## config.mk

```make
export PLATFORM = sky130hd
export DESIGN_NAME = brew_command_sequencer
export DESIGN_NICKNAME = d
export VERILOG_FILES = /design/src/rtl/bcs_pkg.sv /design/src/rtl/bcs_front.sv /design/src/rtl/bcs_queue.sv /design/src/rtl/bcs_back.sv /design/src/rtl/brew_command_sequencer.sv
export SDC_FILE = /design/constraint.sdc
export NUM_CORES = 1
export LEC_CHECK = 0
export BUFFER_PORTS_ARGS = -buffer_cell sky130_fd_sc_hd__buf_2
export CELL_PAD_IN_SITES_DETAIL_PLACEMENT = 1
export CELL_PAD_IN_SITES_GLOBAL_PLACEMENT = 1
export CORE_ASPECT_RATIO = 0.5
export CORE_MARGIN = 3
export CORE_UTILIZATION = 53
export DETAILED_ROUTE_END_ITERATION = 16
export GPL_ROUTABILITY_DRIVEN = 0
export HOLD_SLACK_MARGIN = 0.05
export PLACE_DENSITY = 0.82
export SYNTH_ARGS = -nofsm -noshare
export SYNTH_HDL_FRONTEND = slang
export SYNTH_SLANG_ARGS = --single-unit
```

## constraint.sdc

```tcl
create_clock -name clk -period 20.1 [get_ports clk]
set_input_delay 1.005 -clock clk [delete_from_list [all_inputs] [get_ports clk]]
set_output_delay 1.005 -clock clk [all_outputs]
set_load 0.05 [all_outputs]
```

## src/rtl/bcs_pkg.sv

```systemverilog
package bcs_pkg;

  localparam int TIME_BITS_DEF = 32;
  localparam int QUEUE_DEPTH   = 2;
  localparam int MS_BITS       = 26;
  localparam int MS_PER_SEC    = 1000;

  localparam logic [1:0] REQ_TICK = 2'd0;
  localparam logic [1:0] REQ_CMD  = 2'd1;
  localparam logic [1:0] REQ_BREW = 2'd2;

  localparam logic [3:0] CMD_OFF      = 4'd0;
  localparam logic [3:0] CMD_POUR     = 4'd1;
  localparam logic [3:0] CMD_STOP     = 4'd2;
  localparam logic [3:0] CMD_BOIL     = 4'd3;
  localparam logic [3:0] CMD_STEAM    = 4'd4;
  localparam logic [3:0] CMD_COOL     = 4'd5;
  localparam logic [3:0] CMD_BREW     = 4'd6;
  localparam logic [3:0] CMD_SW_BOIL  = 4'd7;
  localparam logic [3:0] CMD_SW_STEAM = 4'd8;
  localparam logic [3:0] CMD_SW_POUR  = 4'd9;

  localparam logic [1:0] SW_OFF   = 2'd0;
  localparam logic [1:0] SW_BOIL  = 2'd1;
  localparam logic [1:0] SW_STEAM = 2'd2;
  localparam logic [1:0] SW_POUR  = 2'd3;

  localparam logic [1:0] LVL_COLD  = 2'd0;
  localparam logic [1:0] LVL_BOIL  = 2'd1;
  localparam logic [1:0] LVL_STEAM = 2'd2;

  localparam logic [25:0] MS_LEFT_MAX = 26'd65535000;

  typedef enum logic [1:0] {
    KIND_NONE,
    KIND_TICK,
    KIND_LOAD
  } kind_t;

  typedef struct packed {
    kind_t               kind;
    logic [3:0]          cmd;
    logic [MS_BITS-1:0]  ms;
    logic [1:0]          sw;
    logic                moved;
    logic [1:0]          level;
  } item_t;

endpackage

```

## src/rtl/bcs_front.sv

```systemverilog
module bcs_front import bcs_pkg::*; #(
  parameter int TIME_BITS = TIME_BITS_DEF
) (
  input  logic [1:0]           req_type,
  input  logic [3:0]           cmd_code,
  input  logic [15:0]          brew_seconds,
  input  logic [1:0]           switch_pos,
  input  logic                 switch_moved,
  input  logic [1:0]           boiler_level,
  input  logic [31:0]          now_ms,
  output item_t                item,
  output logic [TIME_BITS-1:0] now_t
);

  logic [MS_BITS-1:0] brew_ms;

  assign brew_ms = MS_BITS'(brew_seconds) * MS_BITS'(MS_PER_SEC);
  assign now_t   = TIME_BITS'(now_ms);

  always_comb begin
    item.kind  = KIND_NONE;
    item.cmd   = cmd_code;
    item.ms    = '0;
    item.sw    = switch_pos;
    item.moved = switch_moved;
    item.level = boiler_level;
    case (req_type)
      REQ_TICK: item.kind = KIND_TICK;
      REQ_CMD: begin
        if (cmd_code < CMD_BREW && switch_pos == SW_OFF) begin
          item.kind = KIND_LOAD;
        end
      end
      REQ_BREW: begin
        if (cmd_code == CMD_BREW && brew_seconds != 16'd0 && switch_pos == SW_OFF) begin
          item.kind = KIND_LOAD;
          item.ms   = brew_ms;
        end
      end
      default: item.kind = KIND_NONE;
    endcase
  end

endmodule

```

## src/rtl/bcs_queue.sv

```systemverilog
module bcs_queue import bcs_pkg::*; #(
  parameter int WIDTH = 8,
  parameter int DEPTH = QUEUE_DEPTH
) (
  input  logic             clk,
  input  logic             rst,
  input  logic             push,
  input  logic [WIDTH-1:0] push_data,
  input  logic             pop,
  output logic [WIDTH-1:0] head,
  output logic             full,
  output logic             empty
);

  localparam int PW = (DEPTH > 1) ? $clog2(DEPTH) : 1;
  localparam int CW = $clog2(DEPTH + 1);

  logic [WIDTH-1:0] mem [DEPTH];
  logic [PW-1:0]    wr_ptr;
  logic [PW-1:0]    rd_ptr;
  logic [CW-1:0]    count;

  assign full  = (count == CW'(DEPTH));
  assign empty = (count == '0);
  assign head  = mem[rd_ptr];

  always_ff @(posedge clk) begin
    if (push) begin
      mem[wr_ptr] <= push_data;
    end
  end

  always_ff @(posedge clk) begin
    if (rst) begin
      wr_ptr <= '0;
      rd_ptr <= '0;
      count  <= '0;
    end else begin
      if (push) begin
        wr_ptr <= (wr_ptr == PW'(DEPTH - 1)) ? '0 : wr_ptr + 1'b1;
      end
      if (pop) begin
        rd_ptr <= (rd_ptr == PW'(DEPTH - 1)) ? '0 : rd_ptr + 1'b1;
      end
      if (push && !pop) begin
        count <= count + 1'b1;
      end else if (pop && !push) begin
        count <= count - 1'b1;
      end
    end
  end

endmodule

```

## src/rtl/bcs_back.sv

```systemverilog
module bcs_back import bcs_pkg::*; #(
  parameter int TIME_BITS = TIME_BITS_DEF
) (
  input  logic                 clk,
  input  logic                 rst,
  input  logic                 fire,
  input  item_t                item,
  input  logic [TIME_BITS-1:0] now_t,
  output logic                 res_accepted,
  output logic                 res_pump,
  output logic [1:0]           res_target,
  output logic                 res_done,
  output logic [MS_BITS-1:0]   res_ms,
  output logic [3:0]           res_cmd
);

  localparam int CW = (TIME_BITS > MS_BITS) ? TIME_BITS : MS_BITS;

  logic [3:0]           current_cmd, current_cmd_next;
  logic [MS_BITS-1:0]   ms_remaining, ms_remaining_next;
  logic [TIME_BITS-1:0] pour_started_at, pour_started_at_next;
  logic                 pouring, pouring_next;
  logic                 pump_reg, pump_reg_next;
  logic [1:0]           target_reg, target_reg_next;
  logic                 done_reg, done_reg_next;

  logic [TIME_BITS-1:0] end_time;
  logic [TIME_BITS-1:0] elapsed;
  logic [CW-1:0]        elapsed_w;
  logic [CW-1:0]        ms_w;
  logic [CW-1:0]        ms_diff;
  logic [3:0]           tick_cmd;

  assign end_time  = pour_started_at + TIME_BITS'(ms_remaining);
  assign elapsed   = now_t - pour_started_at;
  assign elapsed_w = CW'(elapsed);
  assign ms_w      = CW'(ms_remaining);
  assign ms_diff   = ms_w - elapsed_w;

  always_comb begin
    case (item.sw)
      SW_BOIL:  tick_cmd = CMD_SW_BOIL;
      SW_STEAM: tick_cmd = CMD_SW_STEAM;
      SW_POUR:  tick_cmd = CMD_SW_POUR;
      default:  tick_cmd = CMD_OFF;
    endcase
  end

  always_comb begin
    current_cmd_next     = current_cmd;
    ms_remaining_next    = ms_remaining;
    pour_started_at_next = pour_started_at;
    pouring_next         = pouring;
    pump_reg_next        = pump_reg;
    target_reg_next      = target_reg;
    done_reg_next        = done_reg;

    case (item.kind)
      KIND_LOAD: begin
        current_cmd_next     = item.cmd;
        ms_remaining_next    = item.ms;
        pour_started_at_next = '0;
        pouring_next         = 1'b0;
      end
      KIND_TICK: begin
        if (item.moved) begin
          current_cmd_next = tick_cmd;
        end
        case (current_cmd_next)
          CMD_POUR:  pump_reg_next = 1'b1;
          CMD_STOP:  pump_reg_next = 1'b0;
          CMD_BOIL:  target_reg_next = LVL_BOIL;
          CMD_STEAM: target_reg_next = LVL_STEAM;
          CMD_COOL:  target_reg_next = LVL_COLD;
          CMD_BREW: begin
            if (ms_remaining == '0) begin
              pump_reg_next   = 1'b0;
              target_reg_next = LVL_COLD;
            end else if (!pouring) begin
              // Heat first; pouring starts once the boiler reports boiling.
              target_reg_next = LVL_BOIL;
              if (item.level == LVL_BOIL) begin
                pump_reg_next        = 1'b1;
                pour_started_at_next = now_t;
                pouring_next         = 1'b1;
              end
            end else if (end_time >= now_t) begin
              // Boiler dropped out of boiling: pause and keep the time left.
              if (item.level != LVL_BOIL) begin
                pump_reg_next        = 1'b0;
                ms_remaining_next    = (elapsed_w >= ms_w) ? '0 : MS_BITS'(ms_diff);
                pour_started_at_next = '0;
                pouring_next         = 1'b0;
              end
            end else begin
              pump_reg_next        = 1'b0;
              target_reg_next      = LVL_COLD;
              ms_remaining_next    = '0;
              pour_started_at_next = '0;
              pouring_next         = 1'b0;
            end
          end
          CMD_SW_BOIL: begin
            pump_reg_next   = 1'b0;
            target_reg_next = LVL_BOIL;
          end
          CMD_SW_STEAM: begin
            pump_reg_next   = 1'b0;
            target_reg_next = LVL_STEAM;
          end
          CMD_SW_POUR: begin
            pump_reg_next   = 1'b1;
            target_reg_next = LVL_COLD;
          end
          default: begin
            pump_reg_next   = 1'b0;
            target_reg_next = LVL_COLD;
          end
        endcase
        if (current_cmd_next == CMD_BREW) begin
          done_reg_next = (ms_remaining_next == '0);
        end else begin
          done_reg_next = (target_reg_next != LVL_COLD) && (item.level == target_reg_next);
        end
      end
      default: ;
    endcase
  end

  always_ff @(posedge clk) begin
    if (rst) begin
      current_cmd     <= CMD_OFF;
      ms_remaining    <= '0;
      pour_started_at <= '0;
      pouring         <= 1'b0;
      pump_reg        <= 1'b0;
      target_reg      <= LVL_COLD;
      done_reg        <= 1'b0;
    end else if (fire) begin
      current_cmd     <= current_cmd_next;
      ms_remaining    <= ms_remaining_next;
      pour_started_at <= pour_started_at_next;
      pouring         <= pouring_next;
      pump_reg        <= pump_reg_next;
      target_reg      <= target_reg_next;
      done_reg        <= done_reg_next;
    end
  end

  // Result register shows the state after the request.
  always_ff @(posedge clk) begin
    if (fire) begin
      res_accepted <= (item.kind != KIND_NONE);
      res_pump     <= pump_reg_next;
      res_target   <= target_reg_next;
      res_done     <= done_reg_next;
      res_ms       <= ms_remaining_next;
      res_cmd      <= current_cmd_next;
    end
  end

endmodule

```

## src/rtl/brew_command_sequencer.sv

```systemverilog
// Requests pass from the classifying front end through a two-entry queue,
// which absorbs output stalls, to the sequencing back end and its result
// register. Throughput: one request per cycle while the queue is not full.
// Reset (synchronous, active high) sets the command to off, clears the brew
// time, the pump, boiler target and done registers, and empties the queue.
module brew_command_sequencer import bcs_pkg::*; #(
  parameter int TIME_BITS = TIME_BITS_DEF
) (
  input  logic        clk,
  input  logic        rst,
  input  logic        in_valid,
  output logic        in_stall,
  input  logic [1:0]  req_type,
  input  logic [3:0]  cmd_code,
  input  logic [15:0] brew_seconds,
  input  logic [1:0]  switch_pos,
  input  logic        switch_moved,
  input  logic [1:0]  boiler_level,
  input  logic [31:0] now_ms,
  output logic        out_valid,
  input  logic        out_stall,
  output logic        accepted,
  output logic        pump_drive,
  output logic [1:0]  boiler_target,
  output logic        done_flag,
  output logic [25:0] brew_ms_left,
  output logic [3:0]  active_cmd
);

  localparam int QW = $bits(item_t) + TIME_BITS;

  item_t                front_item;
  logic [TIME_BITS-1:0] front_now;
  item_t                back_item;
  logic [TIME_BITS-1:0] back_now;
  logic [QW-1:0]        q_head;
  logic                 q_full;
  logic                 q_empty;
  logic                 push;
  logic                 fire;

  bcs_front #(.TIME_BITS(TIME_BITS)) u_front (
    .req_type     (req_type),
    .cmd_code     (cmd_code),
    .brew_seconds (brew_seconds),
    .switch_pos   (switch_pos),
    .switch_moved (switch_moved),
    .boiler_level (boiler_level),
    .now_ms       (now_ms),
    .item         (front_item),
    .now_t        (front_now)
  );

  assign in_stall = q_full;
  assign push     = in_valid && !q_full;
  // The back end moves on when the result register is free or being taken.
  assign fire     = !q_empty && (!out_valid || !out_stall);

  bcs_queue #(.WIDTH(QW), .DEPTH(QUEUE_DEPTH)) u_queue (
    .clk       (clk),
    .rst       (rst),
    .push      (push),
    .push_data ({front_item, front_now}),
    .pop       (fire),
    .head      (q_head),
    .full      (q_full),
    .empty     (q_empty)
  );

  assign {back_item, back_now} = q_head;

  bcs_back #(.TIME_BITS(TIME_BITS)) u_back (
    .clk          (clk),
    .rst          (rst),
    .fire         (fire),
    .item         (back_item),
    .now_t        (back_now),
    .res_accepted (accepted),
    .res_pump     (pump_drive),
    .res_target   (boiler_target),
    .res_done     (done_flag),
    .res_ms       (brew_ms_left),
    .res_cmd      (active_cmd)
  );

  always_ff @(posedge clk) begin
    if (rst) begin
      out_valid <= 1'b0;
    end else if (fire) begin
      out_valid <= 1'b1;
    end else if (!out_stall) begin
      out_valid <= 1'b0;
    end
  end

endmodule

```

Word level (Yosys, flattened, before mapping). Memories as Yosys holds them, arrays and structs flattened. A register that Yosys moved wholly into a read port is not among the register bits. Cells that the tools add are included.

Eq/ne operators: 26. $add $sub $neg: 7. Multiply operators: 1. Reductions and logical operators: 32. Muxes and demuxes: 56. $lt $le $gt $ge: 3.

Operators by type and width (number): 2-to-1 mux 26 bit (9); 2-to-1 mux 32 bit (6); case mux 32 bit (2 select lines) (1); zero test 26 bit (2); case mux 26 bit (2 select lines) (1); adder 32 x 26 -> 32 bit (1); >= comparator 32 x 26 -> 1 bit (1); >= comparator 32 bit (1); subtractor 32 bit (1); subtractor 26 bit (1); multiplier 16 x 7 -> 23 bit (second input constant) (1); 2-to-1 mux 1 bit (22); == test 4 x 3 -> 1 bit (second input constant) (5); 2-to-1 mux 2 bit (9); nonzero test 16 bit (1); case mux 4 bit (3 select lines) (1); == test 2 bit (second input constant) (5); == test 2 x 1 -> 1 bit (second input constant) (4); == test 4 x 2 -> 1 bit (second input constant) (2); == test 4 bit (second input constant) (2); logical AND 1 bit (8); 2-to-1 mux 4 bit (2); case mux 2 bit (4 select lines) (1); case mux 4 bit (2 select lines) (1); 21 further kinds (37).

Bits in writable memories: 138. Register bits after elaboration: 107. Output and inout port bits: 37. Memories kept: 1.

Memory list: u_queue.mem (depth 2, width 69, read ports 1, clocked after Yosys merged registers in 1, wr ports 1, RTL line bcs_queue.sv:18) `logic [WIDTH-1:0] mem [DEPTH];`.

Logic depth before layout (Yosys ltp). Gate-level depths: netlist (run 1).

Word-level depth: 12. Depth in mapped cells: 30. Depth with buffers taken out: 24.

Cells and area by module. A second synthesis (run 1) with hierarchy kept.

Cells, all modules: 2002. Area total of the unflattened synthesis: 19478.7 um^2.

By module, submodules not included: bcs_back (cells each 1376, times used 1, area each 10857.9 um^2); bcs_queue (cells each 237, times used 1, area each 5226.3 um^2); bcs_front (cells each 384, times used 1, area each 3350.7 um^2); brew_command_sequencer (cells each 5, times used 1, area each 43.8 um^2).

Worst setup path before layout (run 1). OpenSTA, ideal clock, no wires.

Path type: register to register. From: register (tool-made name). To: register u_back.res_ms[11] (data pin). Path slack: 13.498 ns. Required time: 19.940 ns. Cell stages (with the launch flop): 29. Clock period less this slack: 6.602 ns. Arrival time: 6.442 ns. Cell sequence: dfxtp_1 buf_4 buf_2 buf_1 clkbuf_1 mux2i_1 inv_1 ha_1 and3_4 a221o_1 a21o_1 a21oi_4 o21bai_1 a21o_1 a31o_2 a21o_1 a21o_1 xor2_1 ha_1 clkbuf_1 nand4_1 a21oi_1 nor2b_1 a2111oi_0 nand4_1 a2111oi_2 nand4_2 or3_1 a41oi_1.

RTL lines: to (signal assigned) (RTL line bcs_back.sv:157) `res_ms <= ms_remaining_next;`; to (decl) (RTL line bcs_back.sv:13) `output logic [MS_BITS-1:0] res_ms,`.

==> results of run 1 <==
-- worst min path at each step --
stage	from	end	slack (ns)
2_1_floorplan	u_back.current_cmd[0]	u_back.current_cmd[0]	0.45
3_3_place_gp	out_valid	out_valid	0.47
3_5_place_dp	out_valid	out_valid	0.47
4_1_cts	out_valid	out_valid	0.48
5_1_grt	u_back.current_cmd[0]	u_back.current_cmd[0]	0.52
6_report	out_valid	out_valid	0.47
-- cell usage after synthesis (23+ instances only) --
cell type | count | area (sq um)
or3_1 | 23 | 144
mux2_2 | 31 | 349
o31ai_1 | 39 | 293
inv_1 | 183 | 687
edfxtp_1 | 167 | 5010
and3_1 | 37 | 231
a21oi_1 | 87 | 435
mux2i_1 | 37 | 370
a21o_1 | 47 | 353
clkbuf_1 | 50 | 188
nand3b_1 | 40 | 300
xnor2_1 | 48 | 420
fa_1 | 57 | 1140
nand3_1 | 40 | 200
a211oi_1 | 25 | 188
dfxtp_1 | 73 | 1460
nand2_1 | 110 | 413
nand2b_1 | 27 | 169
o21ai_0 | 59 | 295
ha_1 | 204 | 2550
nor3_1 | 31 | 155
xor2_1 | 40 | 350
nor2_1 | 143 | 537
-- worst max-delay path, cell delays in order, from the launching register on --
cell       delay (ns)
dfxtp_4          0.67
buf_4            0.62
mux2i_1          0.49
inv_1            0.09
ha_1             0.28
nand2b_1         0.09
a21oi_1          0.08
o41a_1           0.46
a21oi_4          0.21
o21bai_1         0.09
a21o_1           0.20
a31o_2           0.26
a21o_1           0.17
a21o_1           0.20
xor2_1           0.15
ha_1             0.40
nand4_1          0.16
a21oi_1          0.07
nor2b_1          0.13
a2111oi_0        0.46
nand4_1          0.21
a2111oi_2        0.45
and4_1           0.87
nand2_1          0.22
o31ai_1          0.30
-- per-layer routing --
metal / share of wire / routed length [microns]
met5: 0 / 0
met4: 0.016 / 841
met3: 0.053 / 2820
met2: 0.43 / 22800
met1: 0.50 / 26400
-- kinds of logic (layout without fill, tap and decap cells) --
family	after synthesis	after routing	synth area share
flops	240	240	0.351
mux	70	70	0.0405
compound gates	433	433	0.168
xor+xnor	88	88	0.0418
simple gates	535	535	0.148
fa+ha+maj	261	261	0.200
buf+inv	245	339	0.0505
-- through the flow --
step	instances	hold WS (ns)	setup WS, ns	util	area [sq um]
global route	2431	0.520	11.77	0.599	20200
finish	2431	0.473	12.54	0.599	20200
detailed placement	2387	0.473	12.57	0.576	19400
CTS	2431	0.481	12.54	0.599	20200
floorplan	1872	0.450	13.50	-	18500
global placement	2387	0.465	12.91	0.576	19400
-- where the power goes --
group	total [mW]	switching, mW	internal, mW
Clock	0.455	0.200	0.254
Combinational	2.34	1.48	0.854
Sequential	0.812	0.130	0.682
-- area by class of cell --
type	instances	area [sq um]	share of cell area
multi-input combinational	1387	11100	0.548
sequential	240	6480	0.321
inverter	184	691	0.0342
clock buffer	30	643	0.0319
timing repair buffer	111	586	0.0290
tap	465	582	0.0288
clock inverter	14	138	0.00682
==> run_results.csv, run 1 <==
group,metric,value,unit
synthesis,ys_warn_count,0,
layout,nFillCells,3770,
sta,clock.fmax,132,MHz
synthesis,syn_area,18500,sq um
die,start_util,0.548,
drt,route.detailed.drc,0,
global_route,grt_use_met2,0.441,
clock_tree,postCtsSetupRepairBufs,0,
global_route,grt_max_degree,75,
drt,via_per_inst,6.06,
sta,max_slew.worst_pin.slew,1.08,ns
global_route,grt_pass1_wl,82000,microns
min_path,hp-class,"reg -> reg",
run,maxCapViolations,0,
drt,drt.antenna.violating_nets,0,
setup_path,arrival,7.90,ns
clock_tree,clockRootBuffer,"clkbuf_16",
layout,final_cell_mix,"204 x ha_1, 183 x inv_1, 167 x edfxtp_1",
sta,fin_crit,7.56,ns
layout,largest_reg_flops,132,
die,core,33700,sq um
layout,layout_commonest_cell,"ha_1",
synthesis,synth-seq-area-share,0.351,
setup_path,r2r_setup_slack,12.54,ns
synthesis,netlist_instances,1872,
setup_path,end_kind,"flop",
synthesis,ys_ff_latch,240,
setup_path,required,20.45,ns
layout,top_regs,"u_queue.mem x132, u_back.pour_started_at x32",
die,die_area,37200,sq um
drt,drt_wl_total,52800,microns
layout,areaGrowthSynthToFinish,9.39,%
drt,routed-via-count,14700,
sta,period_share,0.376,
global_route,gr-max-usage-layer,"met2",
min_path,hold_depth,2,
setup_path,rr_endpoint,"u_back.res_ms[1]",
global_route,gr-usage-all-layers,0.278,
clock_tree,path_clk_slew,0.07,ns
setup_path,critPathCapture,"u_back.res_ms[1]",
clock_tree,clock-sinks,240,
sta,rsz0062_at_grt,"no",
run_status,status,"finished clean",
layout,top_register,"u_queue.mem",
synthesis,synth-edff-count,167,
global_route,overflow,0,
power_and_ir_drop,power.density,178,nW/um^2
sta,skew,0.0100,ns
die,rows,47,
clock_tree,clock_latency,0.55,ns
placed_design,portBuffers,99,
power_and_ir_drop,ir_worst_vdd,0.0782,mV
die,fp.dieW,270,microns
die,dieHeight,138,microns
global_route,grt_pass1_vias,14800,
clock_tree,cts.htree.levels,1,
drt,drt-initial-drc-count,1410,
sta,max-slew-margin-rel,0.283,
sta,slew_violations,0,
power_and_ir_drop,p_leak,8.36,nW
clock_tree,hold_buffers,0,
clock_tree,clk_path_buf_depth,3,
setup_path,critPathLaunchType,"flop",
synthesis,syn_nets,2196,
synthesis,syn_avg_cell_area,9.86,sq um
global_route,gr-usage-met1,0.412,
sta,hold_viol_final,0,
global_route,antenna_found_initial,0,
clock_tree,post_cts_resized,0,
layout,drive_gt1_frac,0.108,
global_route,met3_usage,0.0335,
drt,wire_per_inst,21.7,microns
layout,nets,2272,
setup_path,worst_r2r_path_depth,24,
sta,setup_tns,0,ns
synthesis,synthArstFlopShare,0,
placed_design,hpwlAfterDp,39200,microns
power_and_ir_drop,power,3.60,mW
die,io_pins,100,
setup_path,crit_fanout,42,
synthesis,ys.flop_type,"edfxtp_1",
clock_tree,cts_buffers,24,
setup_path,path_class,"reg -> reg",
drt,first_pass_iters,7,
clock_tree,cts_tree,"done",
synthesis,synthDistinctLibCells,82,
sta,setup_viol,0,
layout,diodes,0,
Power figures use the tool's default switching activity.
==> run 2: changes to the inputs <==
--- a/config.mk
+++ b/config.mk
@@ -10,11 +10,11 @@
 export CELL_PAD_IN_SITES_GLOBAL_PLACEMENT = 1
 export CORE_ASPECT_RATIO = 0.5
 export CORE_MARGIN = 3
-export CORE_UTILIZATION = 53
+export CORE_UTILIZATION = 50
 export DETAILED_ROUTE_END_ITERATION = 16
 export GPL_ROUTABILITY_DRIVEN = 0
 export HOLD_SLACK_MARGIN = 0.05
-export PLACE_DENSITY = 0.82
+export PLACE_DENSITY = 0.78
 export SYNTH_ARGS = -nofsm -noshare
 export SYNTH_HDL_FRONTEND = slang
 export SYNTH_SLANG_ARGS = --single-unit
==> constraint.sdc (replaced) <==
create_clock -name clk -period 7.3 [get_ports clk]
set_input_delay 0.365 -clock clk [delete_from_list [all_inputs] [get_ports clk]]
set_output_delay 0.365 -clock clk [all_outputs]
set_load 0.05 [all_outputs]
==> run_results.csv, run 2 (synthesized netlist as in run 1, its figures left out) <==
group,metric,value,unit
run_status,status,"finished clean",
sta,slew_violations,0,
placed_design,portBuffers,99,
drt,drt-initial-drc-count,1355,
die,fp.dieW,278,microns
drt,first_pass_iters,5,
setup_path,end_kind,"flop",
global_route,grt_pass1_wl,86400,microns
clock_tree,cts_tree,"done",
run,maxCapViolations,0,
placed_design,hpwlAfterDp,41000,microns
power_and_ir_drop,power.density,486,nW/um^2
clock_tree,clock-sinks,240,
drt,via_per_inst,6.02,
layout,areaGrowthSynthToFinish,12.5,%
die,rows,49,
placed_design,pre_cts_ws,0.376,ns
clock_tree,postCtsSetupRepairBufs,0,
global_route,grt_pass1_vias,15300,
sta,hold_viol_final,0,
power_and_ir_drop,p_leak,8.61,nW
layout,top_regs,"u_queue.mem x132, u_back.pour_started_at x32",
min_path,min_to,"out_valid",
die,start_util,0.510,
clock_tree,clockRootBuffer,"clkbuf_16",
layout,final_cell_mix,"204 x ha_1, 183 x inv_1, 167 x edfxtp_1",
setup_path,path_class,"reg -> reg",
drt,route.detailed.drc,0,
sta,setup_viol,0,
drt,wire_per_inst,21.9,microns
setup_path,crit_fanout,20,
setup_path,required,7.68,ns
sta,max-slew-margin-rel,0.275,
die,io_pins,100,
sta,skew,0.0242,ns
sta,fin_crit,6.80,ns
setup_path,critPathLaunchType,"flop",
drt,drt_wl_total,54900,microns
sta,setup_tns,0,ns
min_path,worstHoldStart,"out_stall",
layout,drive_gt1_frac,0.115,
setup_path,rr_endpoint,"u_back.res_ms[8]",
power_and_ir_drop,ir_worst_vdd,0.241,mV
min_path,hold_depth,3,
clock_tree,clock_latency,0.56,ns
setup_path,r2r_setup_slack,0.50,ns
min_path,hp-class,"in -> reg",
clock_tree,cts_buffers,24,
clock_tree,clk_path_buf_depth,3,
drt,drt.antenna.violating_nets,0,
layout,nets,2330,
global_route,overflow,0,
layout,top_register,"u_queue.mem",
sta,max_slew.worst_pin.slew,1.08,ns
layout,diodes,0,
die,core,36200,sq um
sta,clock.fmax,147,MHz
global_route,gr-usage-all-layers,0.276,
sta,rsz0062_at_grt,"no",
layout,largest_reg_flops,132,
layout,layout_commonest_cell,"ha_1",
drt,routed-via-count,15100,
setup_path,worst_r2r_path_depth,23,
sta,fin_ws,0.500,ns
global_route,antenna_found_initial,0,
clock_tree,path_clk_slew,0.07,ns
clock_tree,cts.htree.levels,1,
setup_path,arrival,7.18,ns
die,die_area,39400,sq um
die,dieHeight,142,microns
global_route,grt_max_degree,67,
sta,period_share,0.932,
[run 2: critical path: stages (launching register included)]
cell and delay [ns]:
dfxtp_4 0.60, buf_4 0.41, mux2i_1 0.43, inv_1 0.10
ha_1 0.36, and3_1 0.21, and3_1 0.21, a21oi_4 0.20
o21bai_1 0.09, a21o_1 0.21, a31o_2 0.26, a21o_1 0.17
a21o_1 0.20, xor2_1 0.15, ha_1 0.41, nand4_1 0.16
a21oi_1 0.07, nor2b_1 0.14, a2111oi_0 0.41, nand4_1 0.21
a2111oi_2 0.44, and4_2 0.63, nand3_1 0.21, a41oi_1 0.29
[run 2: through the flow]
step                      hold WS, ns  instance area [sq um]   util  power [mW]  instances
after CTS                      0.0636                  20800  0.574        10.0       2508
after global placement          0.465                  19600  0.541        8.46       2423
after global routing           0.0885                  20800  0.574        10.9       2508
after detailed placement        0.474                  19600  0.541        8.64       2423
after floorplan                 0.450                  18500      -        6.82       1872
final                          0.0707                  20800  0.574        10.1       2508
[run 2: area by class of cell]
type | instances | area, sq um
clock inverters | 13 | 149
clock buffers | 31 | 647
multi-input cells | 1387 | 11100
inverters | 184 | 691
flip-flops and latches | 240 | 6480
well taps | 484 | 606
fillers | 4044 | 15400
repair buffers | 169 | 1120
[run 2: how the worst max path moves through the flow]
stage / to / cells after the start / from / slack [ns]
after floorplan: u_back.res_ms[11] / 28 / flop / 0.70
after global placement: u_back.res_ms[2] / 23 / flop / 0.65
after detailed placement: u_back.ms_remaining[19] / 23 / flop / 0.38
after CTS: u_back.res_ms[8] / 23 / flop / 0.33
after global routing: u_back.res_ms[1] / 23 / flop / 0.09
final: u_back.res_ms[8] / 23 / flop / 0.50
[run 2: routing by layer]
metal	part of all wire	track usage
met1	0.49	0.417
met2	0.43	0.433
met3	0.059	0.0334
met4	0.016	0.0455
met5	0	0
[run 2: report_power, final]
part           total (mW)  leakage, nW  internal [mW]  switching, mW
Clock                1.28        0.379          0.705          0.571
Combinational        6.63         6.04           2.42           4.21
Sequential           2.19         2.18           1.88          0.312
Total                10.1         8.61           5.00           5.10
[run 2: what timing repair did]
item                                   in CTS  in global routing
resized for setup                           0                  1
endpoints found under the hold margin      82                  0
hold buffers                               41                  0
setup endpoints to repair                   0                 34
==> run 3: changes to the inputs <==
--- a/config.mk
+++ b/config.mk
@@ -6,15 +6,17 @@
 export NUM_CORES = 1
 export LEC_CHECK = 0
 export BUFFER_PORTS_ARGS = -buffer_cell sky130_fd_sc_hd__buf_2
+export CAP_MARGIN = 20
 export CELL_PAD_IN_SITES_DETAIL_PLACEMENT = 1
 export CELL_PAD_IN_SITES_GLOBAL_PLACEMENT = 1
 export CORE_ASPECT_RATIO = 0.5
 export CORE_MARGIN = 3
-export CORE_UTILIZATION = 50
+export CORE_UTILIZATION = 45
+export CTS_BUF_LIST = sky130_fd_sc_hd__clkbuf_8 sky130_fd_sc_hd__clkbuf_16
 export DETAILED_ROUTE_END_ITERATION = 16
 export GPL_ROUTABILITY_DRIVEN = 0
 export HOLD_SLACK_MARGIN = 0.05
-export PLACE_DENSITY = 0.78
+export PLACE_DENSITY = 0.74
 export SYNTH_ARGS = -nofsm -noshare
 export SYNTH_HDL_FRONTEND = slang
 export SYNTH_SLANG_ARGS = --single-unit
==> constraint.sdc (replaced) <==
create_clock -name clk -period 5.55 [get_ports clk]
set_input_delay 0.2775 -clock clk [delete_from_list [all_inputs] [get_ports clk]]
set_output_delay 0.2775 -clock clk [all_outputs]
set_load 0.05 [all_outputs]
==> run_results.csv, run 3 (synthesized netlist as in run 1, its figures left out) <==
group,metric,value,unit
run_status,status,"finished with violations",
run_status,violations,"negative setup slack",
setup_path,critPathLaunchType,"flop",
sta,hold_viol_final,0,
placed_design,placedCellCount,2609,
sta,fin_ws,-0.182,ns
global_route,overflow,0,
die,fp.dieW,292,microns
setup_path,end_kind,"flop",
setup_path,arrival,6.10,ns
clock_tree,cts_tree,"done",
global_route,met3_usage,0.0277,
clock_tree,clockRootBuffer,"clkbuf_16",
global_route,grt_use_met2,0.420,
layout,top_regs,"u_queue.mem x132, u_back.pour_started_at x32",
layout,nets,2515,
die,rows,51,
setup_path,cpMostUsedCell,"a21o_1",
sta,slew_violations,0,
setup_path,path_class,"reg -> reg",
layout,regArea,6480,sq um
global_route,gr-usage-met1,0.397,
die,die_area,43600,sq um
setup_path,worst-path-buf-inv,5,
power_and_ir_drop,ir_worst_vdd,0.353,mV
sta,fin_crit,5.73,ns
layout,stdcell_count,2739,
global_route,grt_pass1_vias,16100,
layout,areaGrowthSynthToFinish,27.9,%
drt,drt.antenna.violating_nets,0,
power_and_ir_drop,power.density,653,nW/um^2
clock_tree,clock_latency,0.56,ns
die,core,39700,sq um
layout,diodes,0,
sta,max_slew.worst_pin.slew,1.04,ns
layout,multi_input_area,12200,sq um
placed_design,hpwlAfterDp,43300,microns
power_and_ir_drop,power,15.4,mW
power_and_ir_drop,p_leak,9.76,nW
drt,routed-via-count,16000,
setup_path,critical-path-slowest-cell,"dfxtp_4",
layout,drive_gt1_frac,0.256,
run,maxCapViolations,0,
sta,clock.fmax,174,MHz
drt,drt-initial-drc-count,990,
clock_tree,path_clk_slew,0.07,ns
layout,top_register,"u_queue.mem",
drt,drt_wl_total,59900,microns
sta,max-slew-margin-rel,0.304,
drt,via_per_inst,5.84,
clock_tree,cts.htree.levels,1,
layout,final_cell_mix,"189 x ha_1, 189 x buf_4, 182 x inv_1",
sta,setup_tns,-1.47,ns
clock_tree,clk_path_buf_depth,3,
setup_path,slowest_delay,0.37,ns
setup_path,crit_fanout,7,
sta,setup_viol,26,
layout,post-route-cell-area,23600,sq um
global_route,grt_max_degree,78,
clock_tree,cts_buffers,24,
global_route,grt_pass1_wl,91400,microns
drt,route.detailed.drc,0,
die,start_util,0.465,
global_route,gr-max-usage-layer,"met2",
min_path,hp-class,"in -> reg",
clock_tree,clock-sinks,240,
layout,nFillCells,4338,
sta,skew,0.0258,ns
die,dieHeight,149,microns
drt,wire_per_inst,21.9,microns
setup_path,required,5.92,ns
setup_path,crit_family,"compound AO/OA/AOI/OAI gates",
drt,first_pass_iters,5,
sta,period_share,1.03,
placed_design,pre_cts_ws,-0.789,ns
placed_design,portBuffers,99,
sta,rsz0062_at_grt,"yes",
die,io_pins,100,
layout,largest_reg_flops,132,
global_route,antenna_found_initial,0,
placed_design,dpl_cell_area,20900,sq um
global_route,gr-usage-all-layers,0.266,
==> run 3: repair_timing <==
item,in CTS,in global routing
gates cloned,1,1
pin swaps,58,60
hold buffers,44,0
endpoints found under the setup margin,89,92
buffers inserted,17,23
resized for setup,105,90
endpoints found under the hold margin,85,0
==> run 3: report_power, final <==
group / leakage (nW) / total (mW) / switching [mW] / internal [mW]
registers: 2.19 / 2.79 / 0.316 / 2.47
clock network: 0.410 / 1.69 / 0.760 / 0.933
logic: 7.17 / 10.9 / 6.55 / 4.39
==> run 3: final timing paths <==
path / endpoint / depth (start not counted) / slack [ns] / startpoint
worst max-delay path: u_back.res_ms[2] / 28 / -0.18 / flop
worst min-delay path: u_queue.mem[1][40] / 3 / 0.18 / brew_seconds[0]
worst max register to register: u_back.res_ms[2] / 28 / -0.18 / flop
worst min register to register: u_back.current_cmd[0] / 2 / 0.49 / u_back.current_cmd[0]
==> run 3: stage by stage <==
step	utilization	hold slack [ns]
floorplan	-	0.376
global placement	0.528	0.466
detailed placement	0.528	0.471
CTS	0.578	0.167
global route	0.595	0.197
finish	0.595	0.185
==> run 3: layer usage <==
metal / wire length (microns) / share of wire
met4: 1340 / 0.022
met3: 3030 / 0.051
met5: 0 / 0
met2: 26400 / 0.44
met1: 29100 / 0.49
==> run 3: final cells by class <==
| cell class | count | share of cell area |
|---|---|---|
| inverters | 184 | 0.0293 |
| repair buffers | 354 | 0.115 |
| well taps | 530 | 0.0281 |
| flip-flops and latches | 240 | 0.275 |
| clock buffers | 27 | 0.0272 |
| clock inverters | 17 | 0.00689 |
| multi-input cells | 1387 | 0.519 |
==> run 3: tightest hold or removal path, stage by stage <==
cell and delay, ns:
buf_2 0.14, inv_1 0.09, nor2_1 0.06
